--- config.mk ---
export PLATFORM = sky130hd
export DESIGN_NAME = tbl_div_cell
export DESIGN_NICKNAME = d
export VERILOG_FILES = /design/src/design/tbl_pkg.sv /design/src/design/tbl_div_cell.sv
export SDC_FILE = /design/constraint.sdc
export NUM_CORES = 1
export LEC_CHECK = 0
export BUFFER_PORTS_ARGS = -buffer_cell sky130_fd_sc_hd__buf_2
export CORE_MARGIN = 2
export CORE_UTILIZATION = 48
export DETAILED_ROUTE_END_ITERATION = 8
export PLACE_DENSITY = 0.8
export SLEW_MARGIN = 10
export SYNTH_ARGS = -nofsm -noshare
export SYNTH_HDL_FRONTEND = slang
export SYNTH_SLANG_ARGS = --single-unit
export TNS_END_PERCENT = 50
--- constraint.sdc ---
create_clock -name clk_i -period 1.2 [get_ports clk_i]
set_input_delay 0.06 -clock clk_i [delete_from_list [all_inputs] [get_ports clk_i]]
set_output_delay 0.06 -clock clk_i [all_outputs]
set_load 0.05 [all_outputs]
--- src/design/tbl_pkg.sv ---
// Package for the thermistor beta linearizer.
// Types and constants shared by every module, and the log2 helper functions.
// No dependencies.
`default_nettype none
package tbl_pkg;

  localparam int unsigned ADC_BITS_DEF = 10;
  localparam int unsigned LOG_STEPS    = 16;
  localparam int unsigned N_LANES      = 4;
  localparam int unsigned LOG_IN_W     = 20;
  localparam int unsigned DIV_BITS     = 37;
  localparam int unsigned DEN_W        = 23;

  localparam logic [19:0] R_SERIES_RST  = 20'd10000;
  localparam logic [19:0] R_NOMINAL_RST = 20'd10000;
  localparam logic [13:0] BETA_RST      = 14'd3950;

  // ln2 in Q30 split into 15-bit halves
  localparam logic [14:0] LN2_HI   = 15'd22713;
  localparam logic [14:0] LN2_LO   = 15'd1534;
  // 2^44 / 29815 rounded down, used for the beta/298.15 term
  localparam logic [29:0] RECIP_M  = 30'd590044811;
  localparam logic [14:0] K29815   = 15'd29815;
  localparam logic [14:0] K24115   = 15'd24115;
  localparam logic [13:0] K14907   = 14'd14907;
  localparam logic [7:0]  K219     = 8'd219;
  localparam logic [6:0]  K100     = 7'd100;
  localparam logic [16:0] Q_MAX    = 17'd60082;
  localparam logic [16:0] K_OFFSET = 17'd27315;
  localparam logic [15:0] TEMP_SAT = 16'h7fff;

  localparam logic [1:0] ST_OK   = 2'd0;
  localparam logic [1:0] ST_SAT  = 2'd1;
  localparam logic [1:0] ST_ZERO = 2'd2;

  localparam logic [1:0] REG_R_SERIES  = 2'd0;
  localparam logic [1:0] REG_R_NOMINAL = 2'd1;
  localparam logic [1:0] REG_BETA      = 2'd2;

  typedef struct packed {
    logic [31:0] m;
    logic [4:0]  e;
    logic [15:0] frac;
  } lane_t;

  typedef struct packed {
    logic                vld;
    logic                zero;
    logic [13:0]         beta;
    lane_t [N_LANES-1:0] lane;
  } log_stage_t;

  typedef struct packed {
    logic                vld;
    logic                zero;
    logic                sat;
    logic [DEN_W-1:0]    rem;
    logic [DIV_BITS-1:0] num;
    logic [DIV_BITS-1:0] quo;
    logic [DEN_W-1:0]    den;
  } div_stage_t;

  // integer part and Q31 mantissa; zero reads as one
  function automatic lane_t log_norm(input logic [LOG_IN_W-1:0] x);
    lane_t               r;
    logic [LOG_IN_W-1:0] xn;
    logic [4:0]          e;
    xn = (x == '0) ? LOG_IN_W'(1) : x;
    e  = '0;
    for (int i = 0; i < LOG_IN_W; i++) begin
      if (xn[i]) e = 5'(i);
    end
    r.e    = e;
    r.m    = 32'(xn) << (5'd31 - e);
    r.frac = '0;
    return r;
  endfunction

  // one squaring step: yields the next fraction bit
  function automatic lane_t log_step(input lane_t a);
    lane_t       r;
    logic [63:0] sq;
    logic [32:0] t;
    sq = 64'(a.m) * 64'(a.m);
    t  = sq[63:31];
    r  = a;
    if (t[32]) begin
      r.m    = t[32:1];
      r.frac = {a.frac[14:0], 1'b1};
    end else begin
      r.m    = t[31:0];
      r.frac = {a.frac[14:0], 1'b0};
    end
    return r;
  endfunction

endpackage
`default_nettype wire

--- src/design/tbl_div_cell.sv ---
// One restoring division cell: one quotient bit per cell.
// Depends on tbl_pkg.
`default_nettype none
module tbl_div_cell (
  input  wire logic                clk_i,
  input  wire logic                rst_ni,
  input  wire logic                en_i,
  input  wire tbl_pkg::div_stage_t a_i,
  output tbl_pkg::div_stage_t      a_o
);
  import tbl_pkg::*;

  div_stage_t     a_d, a_q;
  logic [DEN_W:0] r2;

  always_comb begin
    a_d = a_i;
    r2  = {a_i.rem, a_i.num[DIV_BITS-1]};
    a_d.num = {a_i.num[DIV_BITS-2:0], 1'b0};
    if (r2 >= {1'b0, a_i.den}) begin
      a_d.rem = DEN_W'(r2 - {1'b0, a_i.den});
      a_d.quo = {a_i.quo[DIV_BITS-2:0], 1'b1};
    end else begin
      a_d.rem = r2[DEN_W-1:0];
      a_d.quo = {a_i.quo[DIV_BITS-2:0], 1'b0};
    end
  end

  always_ff @(posedge clk_i or negedge rst_ni) begin
    if (!rst_ni) begin
      a_q <= '0;
    end else if (en_i) begin
      a_q <= a_d;
    end
  end

  assign a_o = a_q;

endmodule
`default_nettype wire

# Word level (Yosys, flattened, before mapping)
# Index checks and enable logic that the tools add are counted.
# classes
add_sub_neg	1
mul	0
div_mod_pow	0
magnitude_cmp	1
n_eq_ne	0
shift	0
n_mux	2
bitwise_logic	0
reduce_logical	0
# ops
operator	n
greater-or-equal comparator 24 x 23 -> 1 bit	1
two-way mux 23 bit	1
subtractor 23 bit	1
two-way mux 1 bit	1
# word_totals
register_bits	122
latch_bits	0
ram_bits	0
mem_bits_ro	0
in_bits	126
memories	0

# Logic depth before layout (Yosys ltp)
# depth
ltp_word	2
mapped_depth	12

# Worst setup path after synthesis
# Ideal clock, no wire load.
# synth_path
kind	input to register
startpoint	input a_i[96] (netlist name)
endpoint	register a_q, in the netlist a_o[119]
t_arrival_ns	2.253
required_ns	1.069
slack_ns	-1.184
path_stages	11
n_path_buf	0
path_cell_list	inv_1 ha_1 fa_1 nand2b_1 a211oi_1 nor2_1 o311ai_2 a31oi_1 o21bai_1 nor3b_1 or3_1
# synth_between
elab_chain_cells	2
# synth_lines
item	line	rtl
start, declared	tbl_div_cell.sv:8	input wire tbl_pkg::div_stage_t a_i,
subtractor 23 bit / greater-or-equal comparator 24 x 23 -> 1 bit (equally long branches)	tbl_div_cell.sv:21, tbl_div_cell.sv:20	
two-way mux 23 bit *	tbl_div_cell.sv:20	if (r2 >= {1'b0, a_i.den}) begin
end signal, assigned	tbl_div_cell.sv:31	a_q <= '0;
end signal, assigned	tbl_div_cell.sv:33	a_q <= a_d;
end, declared	tbl_div_cell.sv:13	div_stage_t a_d, a_q;
# Mark *: on every way between the ends. The rest lies on a longest branch, timed or not.
# A chain may end at the register's enable or synchronous reset.

# Worst setup path after layout
# layout_path
startpoint	input a_i[1] (netlist name)
endpoint	register a_q, in the netlist a_o[112]
# Same word-level chain as after synthesis.

==> load_flow_metrics.sql <==
INSERT INTO impl_metrics (metric_group, metric, value, unit) VALUES
('floorplan', 'die_footprint', '13300', 'sq um'),
('sta', 'postLayoutSetupSlackWorst', '-0.752', 'ns'),
('sta', 'highest_clock_rate', '512', 'MHz'),
('worst_setup_path', 'worstSetupPathType', 'primary input to register', ''),
('place', 'finalWeightedCongestion', '0.896', ''),
('finish', 'nets_final', '1105', ''),
('route', 'drc', '0', ''),
('route', 'num_vias', '6043', ''),
('finish', 'area_growth', '71.1', '%'),
('floorplan', 'die_height', '115', 'um'),
('floorplan', 'die_w', '115', 'um'),
('synthesis', 'post-synth-top-area-fraction', '51.5', '%'),
('floorplan', 'coreArea', '12000', 'sq um'),
('synthesis', 'yosys_register_bits', '122', ''),
('min_path', 'hold_path_class', 'primary input to register', ''),
('synthesis', 'synth_area_leaders', 'dfrtp_1 51%, mux2_2 19%, ha_1 4.9%', ''),
('status', 'run_status', 'finished, violations left', ''),
('worst_setup_path', 'rr_endpoint', 'a_o[119]$_DFFE_PN0P_', ''),
('synthesis', 'synth.net_count', '647', ''),
('clock_tree', 'clk_pin_slew', '0.05', 'ns'),
('pwr', 'power.ir.vdd_worst', '1450', 'uV'),
('flow_run', 'max_cap_violation_count', '0', ''),
('sta', 'finalCriticalPeriod', '1.95', 'ns'),
('worst_setup_path', 'r2r-start', 'a_o[119]$_DFFE_PN0P_', ''),
('floorplan', 'initial_core_util', '49.4', '%'),
('grt', 'grt_start_max_net_pins', '64', ''),
('synthesis', 'yosys_warnings', '0', ''),
('clock_tree', 'clock-root-buffer', 'clkbuf_16', ''),
('grt', 'vias_in_the_first_global_route', '6460', ''),
('worst_setup_path', 'worst-endpoint-required', '1.49', 'ns'),
('min_path', 'hp-start', 'a_i[118]', ''),
('floorplan', 'num_io_pins', '249', ''),
('grt', 'antenna_found_initial', '0', ''),
('status', 'violated_checks', 'negative setup slack', ''),
('pwr', 'p_leak', '4.96', 'nW'),
('sta', 'hold_viol_final', '0', ''),
('place', 'hpwlAfterDp', '13000', 'um'),
('min_path', 'hold_end', 'a_o[119]$_DFFE_PN0P_', ''),
('worst_setup_path', 'r2r_slack', '0.26', 'ns'),
('worst_setup_path', 'critPathArrivalTime', '2.24', 'ns'),
('clock_tree', 'clock_tree_sinks', '122', ''),
('sta', 'finClkSkew', '0', 'ns'),
('place', 'place_inst', '954', ''),
('route', 'routed_wl', '22500', 'um'),
('synthesis', 'synth_edf_count', '0', ''),
('grt', 'grt_pass1_wl', '33700', 'um'),
('worst_setup_path', 'crit_fanout', '5', ''),
('sta', 'period_utilization_post_route', '163', '%'),
('synthesis', 'dominantRegCellSynth', 'dfrtp_1', ''),
('finish', 'layout-drive-gt1-share', '52.6', '%'),
('place', 'port-buffer-count', '246', ''),
('finish', 'number_of_flip_flops_in_the_largest_register', '122', ''),
('synthesis', 'synth_area_per_cell', '11.9', 'sq um'),
('sta', 'setup_failing_eps_final', '24', ''),
('grt', 'global_route.overflow_total', '0', ''),
('pwr', 'powerDensity', '1520', 'nW/um^2'),
('clock_tree', 'cts_tree', 'built', ''),
('synthesis', 'fraction_of_the_yosys_area_taken_by_sequential_cells', '51.5', '%'),
('synthesis', 'synth_area_leader_cell', 'dfrtp_1', ''),
('synthesis', 'synth_cell_type_count', '46', ''),
('worst_setup_path', 'worstSetupEndpointType', 'register', ''),
('synthesis', 'post_synthesis_instance_area', '5930', 'sq um'),
('clock_tree', 'htree_num_levels', '4', ''),
('clock_tree', 'ctsLongestPathBuffers', '2', ''),
('floorplan', 'row_count', '40', ''),
('worst_setup_path', 'reg2reg_depth', '3', ''),
('worst_setup_path', 'critPathLaunchType', 'primary input', ''),
('route', 'drt_iter0_markers', '356', ''),
('route', 'avgRoutedWirePerCell', '20.1', 'um'),
('synthesis', 'yosys.cell_count.top_type', 'dfrtp_1', ''),
('synthesis', 'synthCells', '497', ''),
('sta', 'timing.final.max_slew_violations', '0', ''),
('finish', 'final_cell_count_no_fill', '1116', ''),
('grt', 'grt_util_all_layers', '33.9', '%'),
('route', 'drt_first_pass_iters', '5', ''),
('synthesis', 'synth.top_cells.by_count', '122 x dfrtp_1, 100 x mux2_2, 35 x a21oi_1, 34 x nor2_1, 30 x inv_1', ''),
('sta', 'rsz_0062_raised_after_global_routing', 'true', ''),
('sta', 'hold_ws', '0.0310', 'ns'),
('min_path', 'min_path_cells', '4', ''),
('clock_tree', 'clock_buffer_count_from_cts', '17', ''),
('synthesis', 'synth-async-reset-ratio', '100', '%'),
('route', 'antenna_violating_nets_post_route', '0', ''),
('route', 'vias_per_cell', '5.41', ''),
('clock_tree', 'clkLatencyLatePin', '0.42', 'ns');
kinds of logic after synthesis:
kind of cell,after synthesis,synth area share [%]
AO/OA/AOI/OAI,84,9.05
XOR/XNOR,17,2.51
adder cells (fa/ha/maj),24,5.19
buffers and inverters,50,3.31
flip-flops,122,51.5
multiplexers,116,21.7
other,1,0.0633
AND/OR/NAND/NOR,83,6.67
through the flow:
step | power, mW | utilization [%] | setup WS [ns] | TNS (ns) | cell area [sq um]
after floorplan | 7.85 | - | -1.01 | -20.92 | 5980
after global placement | 9.22 | 66.8 | -1.28 | -26.51 | 8030
after detailed placement | 9.36 | 66.8 | -1.36 | -27.59 | 8030
after CTS | 15.1 | 82.9 | -0.756 | -14.01 | 9960
after global routing | 15.9 | 84.4 | -0.924 | -18.28 | 10100
final | 15.4 | 84.4 | -0.752 | -15.45 | 10100
worst max-delay path, stage by stage:
cell	delay, ns
buf_2	0.13
inv_1	0.05
ha_1	0.30
nor2b_1	0.26
o211ai_1	0.18
a31oi_1	0.28
o211ai_1	0.11
buf_4	0.17
a32oi_2	0.21
nor3_1	0.09
o31ai_2	0.26
a31oi_1	0.13
worst max-delay path by stage:
stage / from / to / slack, ns / cells after the start
after floorplan: a_i[96] / a_o[119]$_DFFE_PN0P_ / -1.01 / 11
after global placement: a_i[96] / a_o[119]$_DFFE_PN0P_ / -1.28 / 12
after detailed placement: a_i[96] / a_o[119]$_DFFE_PN0P_ / -1.36 / 12
after CTS: a_i[96] / a_o[119]$_DFFE_PN0P_ / -0.76 / 12
after global routing: a_i[1] / a_o[112]$_DFFE_PN0P_ / -0.92 / 12
final: a_i[1] / a_o[112]$_DFFE_PN0P_ / -0.75 / 12
metal layers:
layer | global-route usage [%] | wire length, um
met1 | 37.8 | 8250
met3 | 8.86 | 1400
met5 | 0 | 0
met4 | 19.8 | 1190
met2 | 58.7 | 11600
repair_timing:
| item | 4_1_cts | 5_1_grt |
|---|---|---|
| setup buffers | 3 | 9 |
| hold endpoints to repair | 236 | 1 |
| setup endpoints to repair | 24 | 25 |
| pin swaps | 24 | 25 |
| cloned | 1 | 0 |
| gates resized for setup | 29 | 20 |
| hold buffers | 115 | 1 |
power breakdown:
part	switching, mW	internal [mW]
clock network	2.03	3.39
registers	0.324	4.60
logic	3.22	1.88
total	5.58	9.87
layout by cell type, fill, tap and decap left out, drive strengths merged, types with 4 or more instances in the layout:
| cell | instances |
|---|---|
| a211oi | 6 |
| mux2 | 100 |
| a31oi | 7 |
| xor2 | 6 |
| o211ai | 4 |
| nand3 | 8 |
| ha | 23 |
| nor2 | 34 |
| nand4 | 4 |
| mux2i | 16 |
| dfrtp | 122 |
| dlygate4sd3 | 116 |
| a21o | 6 |
| a21oi | 36 |
| clkinv | 5 |
| o21ai | 12 |
| xnor2 | 11 |
| nand2 | 17 |
| inv | 33 |
| buf | 342 |
| clkbuf | 20 |
area by class of cell:
type	instances	area (sq um)
timing repair buffer	459	3300
sequential	122	3050
inverter	30	125
multi-input combinational	325	2860
tap	147	184
fill	583	1870
antenna	1	2.50
clock inverter	13	164
clock buffer	19	453
Note: power is estimated with default switching activity, not from simulation.
